--- src/design/ubsd_pkg.sv ---
// Shared types and constants for the UTF-8 byte stream decoder.
// No dependencies; imported by every module of the block.
package ubsd_pkg;

    // Queue geometry between front and back
    localparam int unsigned QUEUE_DEPTH = 4;
    localparam int unsigned QUEUE_AW    = $clog2(QUEUE_DEPTH);

    // Fixed byte ranges and values
    localparam logic [7:0]  LEAD_TWO_MIN   = 8'hC0;
    localparam logic [7:0]  LEAD_THREE_MIN = 8'hE0;
    localparam logic [7:0]  LEAD_FOUR_MIN  = 8'hF0;
    localparam logic [7:0]  LEAD_BAD_MIN   = 8'hF8;
    localparam logic [31:0] REPLACEMENT    = 32'h0000_FFFD;
    localparam logic [31:0] OFFSET_ONE     = 32'h0000_3080;
    localparam logic [31:0] OFFSET_TWO     = 32'h000E_2080;
    localparam logic [31:0] OFFSET_THREE   = 32'h03C8_2080;

    // What the back end does with one queued byte
    typedef enum logic [1:0] {
        KIND_LITERAL,
        KIND_REPLACE,
        KIND_LEAD,
        KIND_TRAIL
    } op_kind_t;

    typedef struct packed {
        op_kind_t   kind;
        logic [1:0] trailers;   // lead only: trailers that follow
        logic       last;       // trail only: closes the sequence
        logic [7:0] data;       // raw byte
    } op_t;

    // Queue status seen by front, back and checks
    typedef struct packed {
        logic full;
        logic empty;
    } queue_status_t;

    // Offset removed from the accumulated value, by sequence length
    function automatic logic [31:0] length_offset(input logic [1:0] trailers);
        logic [31:0] off;
        unique case (trailers)
            2'd1:    off = OFFSET_ONE;
            2'd2:    off = OFFSET_TWO;
            2'd3:    off = OFFSET_THREE;
            default: off = '0;
        endcase
        return off;
    endfunction

endpackage

--- src/design/ubsd_front.sv ---
// Front end: accepts input words, classifies each byte and pushes an op.
// Depends on ubsd_pkg.
module ubsd_front import ubsd_pkg::*; (
    input  logic          aclk,
    input  logic          aresetn,
    input  logic          in_valid,
    output logic          in_ready,
    input  logic [7:0]    in_data,
    input  queue_status_t q_status,
    output logic          push,
    output op_t           push_op
);

    logic [1:0] pend_reg, pend_next;

    assign in_ready = !q_status.full;
    assign push     = in_valid && in_ready;

    // Classify against the trailer count still expected
    always_comb begin
        pend_next        = pend_reg;
        push_op.data     = in_data;
        push_op.trailers = '0;
        push_op.last     = 1'b0;
        push_op.kind     = KIND_LITERAL;
        if (pend_reg != 2'd0) begin
            push_op.kind = KIND_TRAIL;
            push_op.last = (pend_reg == 2'd1);
            pend_next    = pend_reg - 2'd1;
        end else if (in_data < LEAD_TWO_MIN) begin
            push_op.kind = KIND_LITERAL;
        end else if (in_data >= LEAD_BAD_MIN) begin
            push_op.kind = KIND_REPLACE;
        end else begin
            push_op.kind = KIND_LEAD;
            if (in_data < LEAD_THREE_MIN) begin
                push_op.trailers = 2'd1;
            end else if (in_data < LEAD_FOUR_MIN) begin
                push_op.trailers = 2'd2;
            end else begin
                push_op.trailers = 2'd3;
            end
            pend_next = push_op.trailers;
        end
    end

    always_ff @(posedge aclk) begin
        if (!aresetn) begin
            pend_reg <= '0;
        end else if (push) begin
            pend_reg <= pend_next;
        end
    end

endmodule

--- src/design/ubsd_queue.sv ---
// Short op queue between front and back ends.
// Depends on ubsd_pkg.
module ubsd_queue import ubsd_pkg::*; (
    input  logic          aclk,
    input  logic          aresetn,
    input  logic          push,
    input  op_t           push_op,
    input  logic          pop,
    output op_t           head_op,
    output queue_status_t status
);

    op_t              mem [QUEUE_DEPTH];
    logic [QUEUE_AW:0] wr_ptr_reg, rd_ptr_reg;

    assign status.empty = (wr_ptr_reg == rd_ptr_reg);
    assign status.full  = (wr_ptr_reg[QUEUE_AW] != rd_ptr_reg[QUEUE_AW]) &&
                          (wr_ptr_reg[QUEUE_AW-1:0] == rd_ptr_reg[QUEUE_AW-1:0]);
    assign head_op      = mem[rd_ptr_reg[QUEUE_AW-1:0]];

    // Storage
    always_ff @(posedge aclk) begin
        if (push) begin
            mem[wr_ptr_reg[QUEUE_AW-1:0]] <= push_op;
        end
    end

    // Pointers
    always_ff @(posedge aclk) begin
        if (!aresetn) begin
            wr_ptr_reg <= '0;
            rd_ptr_reg <= '0;
        end else begin
            if (push) wr_ptr_reg <= wr_ptr_reg + 1'b1;
            if (pop)  rd_ptr_reg <= rd_ptr_reg + 1'b1;
        end
    end

endmodule

--- src/design/ubsd_back.sv ---
// Back end: runs queued ops through the accumulator, drives the output word.
// Depends on ubsd_pkg.
module ubsd_back import ubsd_pkg::*; (
    input  logic          aclk,
    input  logic          aresetn,
    input  op_t           head_op,
    input  queue_status_t q_status,
    output logic          pop,
    output logic          out_valid,
    input  logic          out_ready,
    output logic [31:0]   out_data
);

    logic [31:0] acc_reg, acc_next;
    logic [1:0]  trailers_reg, trailers_next;
    logic        out_valid_reg;
    logic [31:0] out_data_reg;
    logic        emit;
    logic [31:0] emit_val;
    logic [31:0] shifted_sum;

    assign pop       = !q_status.empty && (!out_valid_reg || out_ready);
    assign out_valid = out_valid_reg;
    assign out_data  = out_data_reg;

    assign shifted_sum = {acc_reg[25:0], 6'b0} + {24'b0, head_op.data};

    // Per-op update and result
    always_comb begin
        acc_next      = acc_reg;
        trailers_next = trailers_reg;
        emit          = 1'b0;
        emit_val      = {24'b0, head_op.data};
        unique case (head_op.kind)
            KIND_LITERAL: begin
                emit = 1'b1;
            end
            KIND_REPLACE: begin
                emit     = 1'b1;
                emit_val = REPLACEMENT;
            end
            KIND_LEAD: begin
                acc_next      = {24'b0, head_op.data};
                trailers_next = head_op.trailers;
            end
            KIND_TRAIL: begin
                acc_next = shifted_sum;
                emit     = head_op.last;
                emit_val = shifted_sum - length_offset(trailers_reg);
            end
            default: begin
                emit = 1'b0;
            end
        endcase
    end

    // Sequence state
    always_ff @(posedge aclk) begin
        if (!aresetn) begin
            acc_reg      <= '0;
            trailers_reg <= '0;
        end else if (pop) begin
            acc_reg      <= acc_next;
            trailers_reg <= trailers_next;
        end
    end

    // Output register
    always_ff @(posedge aclk) begin
        if (!aresetn) begin
            out_valid_reg <= 1'b0;
        end else if (pop) begin
            out_valid_reg <= emit;
        end else if (out_ready) begin
            out_valid_reg <= 1'b0;
        end
    end

    always_ff @(posedge aclk) begin
        if (pop && emit) begin
            out_data_reg <= emit_val;
        end
    end

endmodule

--- src/design/utf8_byte_stream_decoder_top.sv ---
// UTF-8 byte stream decoder: one byte per input word, one 32-bit code point
// per completed sequence. Takes a byte every cycle while the queue is not
// full; a code point is registered into the queue, then into the output
// register, before it is valid on m_tdata.
// The four-entry queue between classifier and accumulator keeps input flowing
// while the output is stalled. Trailer bytes are not checked; no flush.
// Depends on ubsd_pkg, ubsd_front, ubsd_queue, ubsd_back.
module utf8_byte_stream_decoder_top import ubsd_pkg::*; (
    input  logic        aclk,
    input  logic        aresetn,
    input  logic        s_tvalid,
    output logic        s_tready,
    input  logic [7:0]  s_tdata,    // [7:0] in_byte
    output logic        m_tvalid,
    input  logic        m_tready,
    output logic [31:0] m_tdata     // [31:0] code_point
);

    logic          push, pop;
    op_t           push_op, head_op;
    queue_status_t q_status;

    ubsd_front u_front (
        .aclk     (aclk),
        .aresetn  (aresetn),
        .in_valid (s_tvalid),
        .in_ready (s_tready),
        .in_data  (s_tdata),
        .q_status (q_status),
        .push     (push),
        .push_op  (push_op)
    );

    ubsd_queue u_queue (
        .aclk    (aclk),
        .aresetn (aresetn),
        .push    (push),
        .push_op (push_op),
        .pop     (pop),
        .head_op (head_op),
        .status  (q_status)
    );

    ubsd_back u_back (
        .aclk      (aclk),
        .aresetn   (aresetn),
        .head_op   (head_op),
        .q_status  (q_status),
        .pop       (pop),
        .out_valid (m_tvalid),
        .out_ready (m_tready),
        .out_data  (m_tdata)
    );

    // Checks
    a_queue_status: assert property (@(posedge aclk) disable iff (!aresetn)
        !(q_status.full && q_status.empty))
        else $error("queue full and empty at once");

    a_pop_nonempty: assert property (@(posedge aclk) disable iff (!aresetn)
        pop |-> !q_status.empty)
        else $error("pop from empty queue");

    a_lead_len: assert property (@(posedge aclk) disable iff (!aresetn)
        (push && push_op.kind == KIND_LEAD) |-> (push_op.trailers != 2'd0))
        else $error("lead op without trailers");

    a_full_stall: assert property (@(posedge aclk) disable iff (!aresetn)
        (q_status.full && !pop) |=> q_status.full)
        else $error("full queue drained without pop");

endmodule
--- config.mk ---
export PLATFORM = sky130hd
export DESIGN_NAME = utf8_byte_stream_decoder_top
export DESIGN_NICKNAME = d
export VERILOG_FILES = /design/src/design/ubsd_pkg.sv /design/src/design/ubsd_front.sv /design/src/design/ubsd_queue.sv /design/src/design/ubsd_back.sv /design/src/design/utf8_byte_stream_decoder_top.sv
export SDC_FILE = /design/constraint.sdc
export NUM_CORES = 1
export LEC_CHECK = 0
export BUFFER_PORTS_ARGS = -buffer_cell sky130_fd_sc_hd__buf_2
export CAP_MARGIN = 40
export CORE_MARGIN = 2
export CORE_UTILIZATION = 45
export CTS_BUF_LIST = sky130_fd_sc_hd__clkbuf_8
export DETAILED_ROUTE_END_ITERATION = 8
export SLEW_MARGIN = 25
export SYNTH_ARGS = -nofsm -noshare
export SYNTH_HDL_FRONTEND = slang
export SYNTH_SLANG_ARGS = --single-unit
--- constraint.sdc ---
create_clock -name aclk -period 10.45 [get_ports aclk]
set_input_delay 2.09 -clock aclk [delete_from_list [all_inputs] [get_ports aclk]]
set_output_delay 2.09 -clock aclk [all_outputs]
set_load 0.005 [all_outputs]
### Yosys cells after proc, flatten, opt, wreduce, memory -nomap -nowiden

Memory sizes are Yosys's and may differ from the RTL's. A register that Yosys moved wholly into a read port is not among the register bits.
Index checks and enable logic that the tools add are counted.
Widths: inputs -> output; s select.

* $add $sub $neg: 5
* $lt $le $gt $ge: 4
* muxes and demuxes: 23
* equality and inequality tests: 12
* reductions and logical operators: 16

Operators with widths (number)
* $pmux 26 s3: 1
* $pmux 32 s2: 1
* $pmux 26 s2: 1
* $add 32x8->32: 1
* $mux 32: 1
* $sub 32x32->32: 1
* $lt 8x8->1 const B: 3
* $mux 2: 12
* $eq 2x2->1 const B: 4
* $ge 8x8->1 const B: 1
* $add 3x1->3 const B: 2
* $eq 2x1->1 const B: 3
* $mux 1: 6
* $reduce_bool 2->1: 3
* $logic_and 1x1->1: 4
* $ne 2x1->1 const B: 2
* $reduce_and 2->1: 2
* $eq 3x3->1: 1
* $logic_not 1->1: 3
* $reduce_and 3->1: 1
* $eq 2x2->1: 1
* $logic_not 2->1: 1
* $pmux 1 s2: 1
* $reduce_or 2->1: 1
* 3 further kinds: 3

* register bits after elaboration: 69
* input bits: 12
* memories: 1
* bits in writable memories: 52
* output and inout bits: 34

Memory list
* u_queue.mem: depth 4, width 13, read ports 1, clocked after memory_dff 1, write ports 1, line ubsd_queue.sv:13 `op_t mem [QUEUE_DEPTH];`

### Depth between registers and ports, before layout

Gate-level depths: netlist of the first run.

* word-level depth: 6
* depth in mapped cells: 20
* mapped depth without buffers: 16

### Cells and area by module

From an unflattened synthesis of the first run, not the netlist that was laid out.

* cells, all modules: 538
* area total of the unflattened synthesis: 6341.1 um^2

By module, submodules not included
* ubsd_back: area each 3823.7 um^2, times used 1, cells each 398, seq. area each 1541.5 um^2
* ubsd_queue: area each 2284.7 um^2, times used 1, cells each 108, seq. area each 1721.7 um^2
* ubsd_front: area each 232.7 um^2, times used 1, cells each 32, seq. area each 40.0 um^2

### Worst setup path before layout of the first run

OpenSTA, ideal clock, no wires.

* path kind: input -> register
* start point: input m_tready
* end point: register u_back.out_data_reg[0] (netlist: u_back.out_data[0]), enable pin
* arrival time: 4.943 ns
* slack: 5.034 ns
* cell stages on the path: 3
* cells stage by stage: nor2b_1 a21oi_1 a21boi_0

* cells in the longest elaborated chain, start to end: 3

RTL lines
* start, declared: line utf8_byte_stream_decoder_top.sv:15 `input logic m_tready,`
* $logic_or 1x1->1: line ubsd_back.sv:22 `assign pop = !q_status.empty && (!out_valid_reg || out_ready);`
* $logic_and 1x1->1: line ubsd_back.sv:22
* $logic_and 1x1->1: line ubsd_back.sv:80 `if (pop && emit) begin`
* end signal, assigned: line ubsd_back.sv:81 `out_data_reg <= emit_val;`
* end, declared: line ubsd_back.sv:17 `logic [31:0] out_data_reg;`

Every way passes these cells.
A chain may end at the register's enable or synchronous reset.

==> summary.txt, run 1 <==
Final layout
  • Non-filler cells, final: 780
  • Reg area: 3300 um2
  • Area occupied by multi-input gates: 2850 um2
  • Share of cells above drive strength 1: 0.215
  • P&R area growth vs syn: 13.1%
  • Nets: 618
  • Fin util: 0.516
  • Largest register FFs: 52
  • Commonest cells after routing, fill and taps aside: edfxtp_1, nand2_1, buf_2
  • Most common cell after layout, fill and taps aside: edfxtp_1
  • Fillers: about 1300
  • Antenna diodes: 0
  • Design area: 7100 um2

Clock tree
  • CTS tree: built
  • Post-CTS sizing: 0
  • Clock sink count: 123
  • Setup Buffers After CTS: 0
  • CTS Root Cell: clkbuf_8
  • Reg clk slew, reported paths: 0.08 ns
  • CTS Buf Count: 17
  • Hold buffer count at cts: 0
  • Clock Path Buffers: 2
  • Htree depth: 4
  • Clk Latency, worst-skew pair: 0.45 ns

Run status
  • Outcome: finished clean

Placement
  • Cells after DPL: 748
  • DP Worst Slack: about 6 ns
  • Hpwl dp: 8.79 mm
  • GP Congestion: between 0.8 and 0.9
  • Port buffer count: 45
  • Placed cell areas: 6700 um2

Timing
  • Fmax: 224 MHz
  • Final number of hold-violating endpoints: 0
  • Clk_skew: 0.0141 ns
  • Min cycle time layout: 4.46 ns
  • Post-route setup slack: 5.99 ns
  • Rel. slew slack: 0.479
  • Final Max Slew Viols: 0
  • Slew @ Worst Pin: around 0.8 ns
  • RSZ-0062 raised after global routing: false
  • Setup TNS: 0 ns
  • Final setup vio count: 0
  • Period utilization: 0.427

Job
  • MaxCap Viol Count: 0

Synthesis
  • Syn Std Cell Area: roughly 6300 um2
  • Ys async rst share: 0
  • Seq cells post-synth: 123
  • Ys flop type: edfxtp_1
  • Sequential area share after synthesis: 0.526
  • Post-Syn Instances: 538
  • Unique cell type count in the Yosys netlist: between 70 and 80
  • Synth Net Count: 569
  • Post-Syn Area per Cell: 11.7 um2
  • Number of flops mapped to enable cells by yosys: 84
  • YS warnings: 0

Route
  • Vias: 4193
  • DRT Pass-1 Iters: 4
  • Detail Route met3 WL: 520 um
  • Detail Route Antenna Nets: 0
  • Met2 wire len: just under 6 mm
  • DR top layer: met4
  • DRT iter0 DRCs: 212
  • Vias per cell: 5.38
  • Wl on met1: 5.81 mm
  • Avg WL per Cell: approximately 16 um
  • DRC viols: 0
  • DRT Wirelength: between 10 and 15 mm

Floorplanning
  • Die span in x: ~120 um
  • I/O pins: between 40 and 50
  • Die H: 122 um
  • # rows: 43
  • Initial Util: 0.456
  • Die area: 14900 um2
  • Total core area: roughly 14000 um2

Global route
  • Grt total ovfl: 0
  • Initial antenna violation count: 0
  • Pin count of the biggest net entering global routing: 35
  • Vias in the first global route: approximately 4000
  • Total GRT Usage: 0.181
  • Global-route wire length before repair: between 20 and 25 mm

Pwr
  • Max VDD drop: approximately 0.11 mV
  • PD cells: 285 nW/um2
  • Leakage: 0.00261 uW

Critical path
  • Critical Path Start Type: register
  • Setup crit end kind: register
  • CP Max Fanout: 10
  • Critical Path RT: 10.64 ns
  • Crit path kind: reg2reg
  • CP arrival: 4.65 ns

Min path
  • HP Class: reg2reg
## synth_stat cells (all sizes together) (3+ instances only)
master	count	area [um2]
a31oi	5	52.6
a22oi	8	60.1
nor2b	15	93.8
mux4	12	270
a21oi	27	150
and3	11	73.8
xnor2	29	262
and4	4	36.3
xor2	19	166
edfxtp	84	2520
and2	10	62.6
buf	4	28.8
o211ai	3	27.5
inv	13	48.8
dfxtp	39	781
o21a	6	45.0
nor3	14	96.4
mux2i	3	33.8
nand4	7	50.1
o21ai	13	72.6
a211oi	3	35.0
nand2b	3	18.8
or2	9	56.3
ha	18	225
nand2	53	201
or3	3	23.8
clkbuf	14	52.6
o311ai	3	26.3
nor2	36	135
a21boi	15	113
nand3	25	135
## worst max-delay path: stages (launching register included)
cell      delay (ns)
dfxtp_1         0.66
mux4_2          0.61
ha_1            0.27
fa_1            0.56
nand3_2         0.20
nor2_1          0.07
xor2_1          0.24
ha_1            0.32
a21o_1          0.19
a21oi_1         0.35
o2111a_1        0.32
o21ai_2         0.10
nor3_1          0.24
nor3_2          0.05
## routing by layer
layer,up-vias,global-route usage
met1,2001,0.236
met2,94,0.289
met5,-,0
li1,2081,-
met4,0,0.0697
met3,17,0.0482
## worst paths after layout
kind,start,to,slack (ns),cells past startpoint
worst max-delay path,register,u_back.out_data[28],5.99,13
worst min-delay path,u_back.acc_reg[0],u_back.acc_reg[0],0.48,2
worst max register to register,register,u_back.out_data[28],5.99,13
worst min register to register,u_back.acc_reg[0],u_back.acc_reg[0],0.48,2
## logic make-up (layout without fill, tap and decap cells)
family	Yosys count	count (layout)	synth area share
muxes	16	16	0.0502
buffers and inverters	32	94	0.0221
DFF	123	123	0.526
adders and majority gates	19	19	0.0391
and+or+nand+nor	199	199	0.172
AOI/OAI and AO/OA	101	101	0.122
xor gates and xnor gates	48	48	0.0682
## final cells by class
cell class,instances,area share
inverters,13,0.00687
flip-flops and latches,123,0.465
clock buffers,17,0.0330
multi-input cells,383,0.401
repair buffers,49,0.0393
well taps,180,0.0317
clock inverters,15,0.0229
## metrics by stage
step           hold slack (ns)  power (uW)
2_1_floorplan            0.448        1380
3_3_place_gp             0.465        1580
3_5_place_dp             0.469        1610
4_1_cts                  0.480        2040
5_1_grt                  0.517        2170
6_report                 0.475        2020
## power by group
| group | internal (uW) | switching [uW] | total (uW) | leakage (uW) |
|---|---|---|---|---|
| sequential | 674 | 61.2 | 735 | 0.00111 |
| clock | 232 | 194 | 425 | 0.000203 |
| combinational | 388 | 475 | 863 | 0.00130 |
| total | 1290 | 730 | 2020 | 0.00261 |
Note: power is estimated with default switching activity, not from simulation.
==> run 2: changes to the inputs <==
- clock period: 10.45 -> 4.5 ns (I/O delays scaled with it)
==> run 2 against run 1 <==
Against the previous run:
- clock skew fell by 0.0018 ns
- routed wire length grew 1.0%
- total power rose by 130%
- die area is the same
- setup slack lost 5.7 ns
- sequential share of layout area down 0.19 points
- critical path depth increased by 1
- cell count is 0.38% higher
- flip-flop and latch count stayed put
- clock power increased by 130%
- largest cell class unchanged
- highest routed layer unchanged
==> summary.txt, run 2 (synthesis gave the netlist of run 1 again) <==
Clock tree
  • Clock Path Buffers: 2 (unchanged)
  • Clk Latency, worst-skew pair: 0.44 ns (was 0.45 ns)
  • Hold buffer count at cts: 0 (unchanged)
  • CTS tree: built (unchanged)
  • CTS Buf Count: 17 (unchanged)
  • Setup Buffers After CTS: 0 (unchanged)
  • Clock sink count: 123 (unchanged)
  • Post-CTS sizing: 0 (unchanged)
  • CTS Root Cell: clkbuf_8 (unchanged)
  • Reg clk slew, reported paths: 0.08 ns (about the same)
  • Htree depth: 4 (unchanged)

Job
  • MaxCap Viol Count: 0 (unchanged)

Final layout
  • P&R area growth vs syn: 13.6% (was 13.1%)
  • Fillers: 1249 (was 1281)
  • Largest register FFs: 52 (unchanged)
  • Most common cell after layout, fill and taps aside: edfxtp_1 (unchanged)
  • Commonest cells after routing, fill and taps aside: edfxtp_1, nand2_1, buf_2 (unchanged)
  • Nets: 621 (was 618)
  • Fin util: 0.518 (was 0.516)
  • Antenna diodes: 0 (unchanged)
  • Share of cells above drive strength 1: 0.224 (was 0.215)

Floorplanning
  • Die area: 14900 um2 (unchanged)
  • # rows: 43 (unchanged)
  • Die H: 122 um (unchanged)
  • Die span in x: 122 um (unchanged)
  • Total core area: 13800 um2 (unchanged)
  • I/O pins: 46 (unchanged)
  • Initial Util: 0.456 (unchanged)

Critical path
  • Reg2reg end: u_back.out_data[27] (was u_back.out_data[28])
  • R2R Setup Slk: 0.34 ns (was 5.99 ns)
  • Cells along the critical path: buf_6, mux4_2, fa_1, nand2_1, xnor2_1, ha_1, inv_1, o311ai_0, o41a_1, a211oi_4, o21bai_2, a31oi_2, a211o_1, nand2_1 (was mux4_2, ha_1, fa_1, nand3_2, nor2_1, xor2_1, ha_1, a21o_1, a21oi_1, o2111a_1, o21ai_2, nor3_1, nor3_2)
  • Critical Path RT: 4.70 ns (was 10.64 ns)
  • CP arrival: 4.36 ns (was 4.65 ns)
  • Most frequent CP cell: nand2_1 (was ha_1)
  • Critical Path Start Type: register (unchanged)
  • Critical Path Max Stage Delay: 0.59 ns (was 0.66 ns)
  • Crit path kind: reg2reg (unchanged)
  • Top Family by Delay on Critical Path: compound AO/OA/AOI/OAI gates (was adder cells)
  • CP Max Fanout: 14 (was 10)
  • Critical Path Slowest Stage Cell: mux4_2 (was dfxtp_1)
  • Count of cell instances traversed by the critical path: 14 (was 13)
  • Buf/Inv on CP: 2 (was 0)
  • Setup crit end kind: register (unchanged)
  • R2r worst-path depth: 14 (was 13)

Timing
  • Fmax: 240 MHz (was 224 MHz)
  • Post-route setup slack: 0.340 ns (was 5.99 ns)
  • Final Max Slew Viols: 0 (unchanged)
  • Min cycle time layout: 4.16 ns (was 4.46 ns)
  • Final number of hold-violating endpoints: 0 (unchanged)
  • Slew @ Worst Pin: 0.761 ns (was 0.782 ns)
  • Period utilization: 0.925 (was 0.427)
  • RSZ-0062 raised after global routing: false (unchanged)
  • Setup TNS: 0 ns (unchanged)
  • Hold slack: 0.473 ns (was 0.475 ns)
  • Rel. slew slack: 0.492 (was 0.479)
  • Final setup vio count: 0 (unchanged)
  • Clk_skew: 0.0122 ns (was 0.0141 ns)

Route
  • Vias per cell: 5.34 (was 5.38)
  • Vias: 4182 (was 4193)
  • DRT iter0 DRCs: 212 (unchanged)
  • DRT Pass-1 Iters: 5 (was 4)
  • DRC viols: 0 (unchanged)
  • Detail Route Antenna Nets: 0 (unchanged)
  • DRT Wirelength: 12.5 mm (was 12.3 mm)
  • Avg WL per Cell: 15.9 um (was 15.8 um)

Global route
  • Initial antenna violation count: 0 (unchanged)
  • Global-route wire length before repair: 20.3 mm (was 20.5 mm)
  • Pin count of the biggest net entering global routing: 34 (was 35)
  • Grt total ovfl: 0 (unchanged)
  • Total GRT Usage: 0.180 (was 0.181)
  • Vias in the first global route: 4017 (was 3976)

Pwr
  • Clk pwr share: 0.207 (was 0.210)
  • Sequential power share: 0.356 (was 0.363)
  • Switch Pwr: 1730 uW (was 730 uW)
  • Leakage: 0.00262 uW (was 0.00261 uW)
  • Internal power: 2980 uW (was 1290 uW)
  • Sw Ratio: 0.367 (was 0.361)
  • PD cells: 660 nW/um2 (was 285 nW/um2)
  • Combinational power share: 0.436 (was 0.426)
  • Max VDD drop: 0.265 mV (was 0.106 mV)
  • Total power: 4710 uW (was 2020 uW)

Placement
  • Port buffer count: 45 (unchanged)
  • GP Congestion: 0.857 (was 0.839)
  • DP Worst Slack: 0.279 ns (was 5.97 ns)
  • Hpwl dp: 8.84 mm (was 8.79 mm)

Min path
  • WHS Endpoint: u_back.acc_reg[0] (unchanged)
  • Worst Hold Depth: 2 (unchanged)
  • HP Class: reg2reg (unchanged)
  • Min-delay src: u_back.acc_reg[0] (unchanged)

Run status
  • Outcome: finished clean (unchanged)
[run 2: cell types whose count changed in the layout (fill, tap and decap cells not counted)]
cell and change:
clkinv_4 +2, inv_8 +1, mux2i_2 -1, inv_6 +4
bufinv_16 -1, inv_1 -3, clkbuf_2 +1, clkinvlp_4 -3
buf_4 +2, mux2i_4 +1
[run 2: through the flow]
step | std cells | cell area, um2
2_1_floorplan | 538 | 6280
3_3_place_gp | 749 | 6690
3_5_place_dp | 750 | 6720
4_1_cts | 782 | 7110
5_1_grt | 783 | 7130
6_report | 783 | 7130
[run 2: metal layers]
metal / global-route usage / wire length [um] / share of wire
met5: 0 / 0 / 0
met4: 0.0675 / 93 / 0.0075
met3: 0.0501 / 573 / 0.046
met2: 0.291 / 6160 / 0.49
met1: 0.231 / 5640 / 0.45
[run 2: power by group through the flow]
stage	Combinational, uW	Sequential, uW	Clock, uW
after floorplan	1480	1720	0
after global placement	1990	1700	0
after detailed placement	2060	1700	0
after CTS	2070	1680	1000
after global routing	2290	1710	1050
final	2050	1680	976
[run 2: worst max-delay path by stage]
stage | end
final | u_back.out_data[27]
after global routing | u_back.out_data[27]
after CTS | u_back.out_data[24]
after detailed placement | u_back.out_data[27]
after global placement | u_back.out_data[24]
after floorplan | u_back.out_data[25]
[run 2: cell type report]
type,count,area [um2],share of cell area
Clock buffer,17,234,0.0328
Inverter,13,48.8,0.00684
Timing Repair Buffer,52,299,0.0419
Clock inverter,15,163,0.0228
Sequential cell,123,3300,0.463
Multi-Input combinational cell,383,2860,0.401
Tap cell,180,225,0.0316
[run 2: worst min-delay path, cell delays in order (launching register included)]
cell	delay, ns
dfxtp_1	0.32
nand2_1	0.05
a21boi_0	0.06
==> run 3: changes to the inputs <==
- CORE_UTILIZATION: 45 -> 63
- PLACE_DENSITY: not set -> 0.83
==> run 3 against run 2 <==
Against the previous run:
- clock power is 0.5% lower
- clock skew rose by 0.0016 ns
- highest routed layer unchanged
- non-clock buffer count unchanged
- combinational power is essentially flat
- routed wire length is 1.5% higher
- count of clock-buffer cells in the layout unchanged
- utilization increased by 21 points
- die area is 28% lower
- cell count decreased by 6.0%
==> summary.txt, run 3 (synthesis gave the netlist of run 1 again) <==
Critical path
  • Critical Path RT: 4.71 ns (was 4.70 ns)
  • Critical Path Slowest Stage Cell: mux4_2 (unchanged)
  • Most frequent CP cell: nand2_1 (unchanged)
  • Reg2reg end: u_back.out_data[31] (was u_back.out_data[27])
  • R2R Setup Slk: 0.31 ns (was 0.34 ns)
  • CP arrival: 4.40 ns (was 4.36 ns)
  • Cells along the critical path: buf_4, mux4_2, fa_1, nand2_1, xnor2_1, ha_1, inv_1, o311ai_0, o41a_1, a211oi_4, o21bai_2, a31oi_2, a211o_1, nand2_1 (was buf_6, mux4_2, fa_1, nand2_1, xnor2_1, ha_1, inv_1, o311ai_0, o41a_1, a211oi_4, o21bai_2, a31oi_2, a211o_1, nand2_1)
  • R2r worst-path depth: 14 (unchanged)
  • Critical Path Max Stage Delay: 0.59 ns (about the same)
  • Setup crit end kind: register (unchanged)
  • Crit path kind: reg2reg (unchanged)
  • Critical Path Start Type: register (unchanged)
  • CP Max Fanout: 14 (unchanged)

Floorplanning
  • Die span in x: 104 um (was 122 um)
  • Initial Util: 0.645 (was 0.456)
  • Total core area: 9730 um2 (was 13800 um2)
  • Die H: 104 um (was 122 um)
  • Die area: 10800 um2 (was 14900 um2)
  • I/O pins: 46 (unchanged)
  • # rows: 36 (was 43)

Pwr
  • Leakage: 0.00261 uW (was 0.00262 uW)
  • PD cells: 667 nW/um2 (was 660 nW/um2)
  • Max VDD drop: 0.402 mV (was 0.265 mV)

Placement
  • Port buffer count: 45 (unchanged)
  • Hpwl dp: 8.75 mm (was 8.84 mm)
  • GP Congestion: 0.953 (was 0.857)
  • Cells after DPL: 703 (was 750)
  • Placed cell areas: 6660 um2 (was 6720 um2)

Timing
  • Slew @ Worst Pin: 0.791 ns (was 0.761 ns)
  • RSZ-0062 raised after global routing: false (unchanged)
  • Clk_skew: 0.0138 ns (was 0.0122 ns)
  • Final number of hold-violating endpoints: 0 (unchanged)
  • Final Max Slew Viols: 0 (unchanged)
  • Fmax: 239 MHz (was 240 MHz)
  • Setup TNS: 0 ns (unchanged)
  • Min cycle time layout: 4.19 ns (was 4.16 ns)
  • Period utilization: 0.931 (was 0.925)
  • Rel. slew slack: 0.472 (was 0.492)
  • Final setup vio count: 0 (unchanged)

Route
  • DRT Wirelength: 12.7 mm (was 12.5 mm)
  • DRC viols: 0 (unchanged)
  • Avg WL per Cell: 17.2 um (was 15.9 um)
  • Vias per cell: 5.93 (was 5.34)
  • DRT Pass-1 Iters: 5 (unchanged)
  • Vias: 4365 (was 4182)
  • DRT iter0 DRCs: 290 (was 212)
  • Detail Route Antenna Nets: 0 (unchanged)

Final layout
  • Share of cells above drive strength 1: 0.222 (was 0.224)
  • P&R area growth vs syn: 12.5% (was 13.6%)
  • Design area: 7070 um2 (was 7130 um2)
  • Reg area: 3300 um2 (unchanged)
  • Fillers: 664 (was 1249)
  • Non-filler cells, final: 736 (was 783)
  • Largest register FFs: 52 (unchanged)
  • Most common cell after layout, fill and taps aside: edfxtp_1 (unchanged)
  • Antenna diodes: 0 (unchanged)
  • Area occupied by multi-input gates: 2860 um2 (unchanged)
  • Commonest cells after routing, fill and taps aside: edfxtp_1, nand2_1, buf_2 (unchanged)
  • Nets: 621 (unchanged)

Global route
  • Pin count of the biggest net entering global routing: 35 (was 34)
  • Initial antenna violation count: 0 (unchanged)
  • Total GRT Usage: 0.244 (was 0.180)
  • Global-route wire length before repair: 20.7 mm (was 20.3 mm)
  • Grt total ovfl: 0 (unchanged)
  • Vias in the first global route: 4258 (was 4017)

Run status
  • Outcome: finished clean (unchanged)

Clock tree
  • Clock Path Buffers: 2 (unchanged)
  • CTS Root Cell: clkbuf_8 (unchanged)
  • Clock sink count: 123 (unchanged)
  • Setup Buffers After CTS: 0 (unchanged)
  • Reg clk slew, reported paths: 0.08 ns (about the same)
  • CTS tree: built (unchanged)
  • CTS Buf Count: 17 (unchanged)
  • Clk Latency, worst-skew pair: 0.44 ns (about the same)
  • Htree depth: 4 (unchanged)

Min path
  • WHS Endpoint: u_back.acc_reg[13] (was u_back.acc_reg[0])
  • Worst Hold Depth: 2 (unchanged)
  • HP Class: reg2reg (unchanged)
  • Min-delay src: u_back.acc_reg[13] (was u_back.acc_reg[0])

Job
  • MaxCap Viol Count: 0 (unchanged)
-- run 3: cell types whose count changed in the layout (fill, tap and decap cells not counted) --
cell      before  now
buf_6          1    0
inv_1         14   13
clkinv_2       2    1
clkinv_1       0    2
inv_6          5    4
clkinv_4       3    4
buf_4          4    5
-- run 3: stage by stage --
step                 util  worst slack, ns  hold WS, ns  power, uW
floorplan               -            0.250        0.448       3200
global placement    0.681            0.450        0.463       3630
detailed placement  0.684            0.326        0.476       3750
CTS                 0.725            0.298        0.498       4720
global route        0.726           0.0497        0.524       5000
finish              0.726            0.308        0.496       4720
-- run 3: worst max-delay path by stage --
stage / depth (start not counted) / start / end
after detailed placement: 15 / register / u_back.out_data[24]
after floorplan: 17 / register / u_back.out_data[25]
final: 14 / register / u_back.out_data[31]
after CTS: 15 / register / u_back.out_data[24]
after global placement: 15 / register / u_back.out_data[24]
after global routing: 15 / register / u_back.out_data[28]
-- run 3: layout make-up --
type,instances,area share
sequential,123,0.468
multi-input combinational,383,0.404
timing repair buffer,52,0.0418
clock buffer,17,0.0331
tap,133,0.0236
clock inverter,15,0.0228
inverter,13,0.00691
-- run 3: what timing repair did --
action,in CTS,in global routing
hold buffers,0,0
setup endpoints to repair,0,1
hold endpoints to repair,0,0
gates resized for setup,0,1
-- run 3: where the power goes --
group          internal [uW]  leakage [uW]  switching [uW]
Combinational            911       0.00131            1150
Sequential              1560       0.00111             116
Clock                    500      0.000198             471
-- run 3: worst max-delay path: cells and delay by family, from the launching register on --
family | cells | cell delay [ns]
flops | 1 | 0.37
mux | 1 | 0.59
buf+inv | 2 | 0.35
fa+ha+maj | 2 | 0.83
simple gates | 2 | 0.18
xor+xnor | 1 | 0.11
compound gates | 6 | 1.51
-- run 3: routing by layer --
layer | part of all wire | track usage | vias to the layer above
met2 | 0.51 | 0.412 | 151
met5 | 0 | 0 | -
li1 | - | - | 2092
met4 | 0.029 | 0.113 | 0
met1 | 0.41 | 0.300 | 2090
met3 | 0.057 | 0.0554 | 32
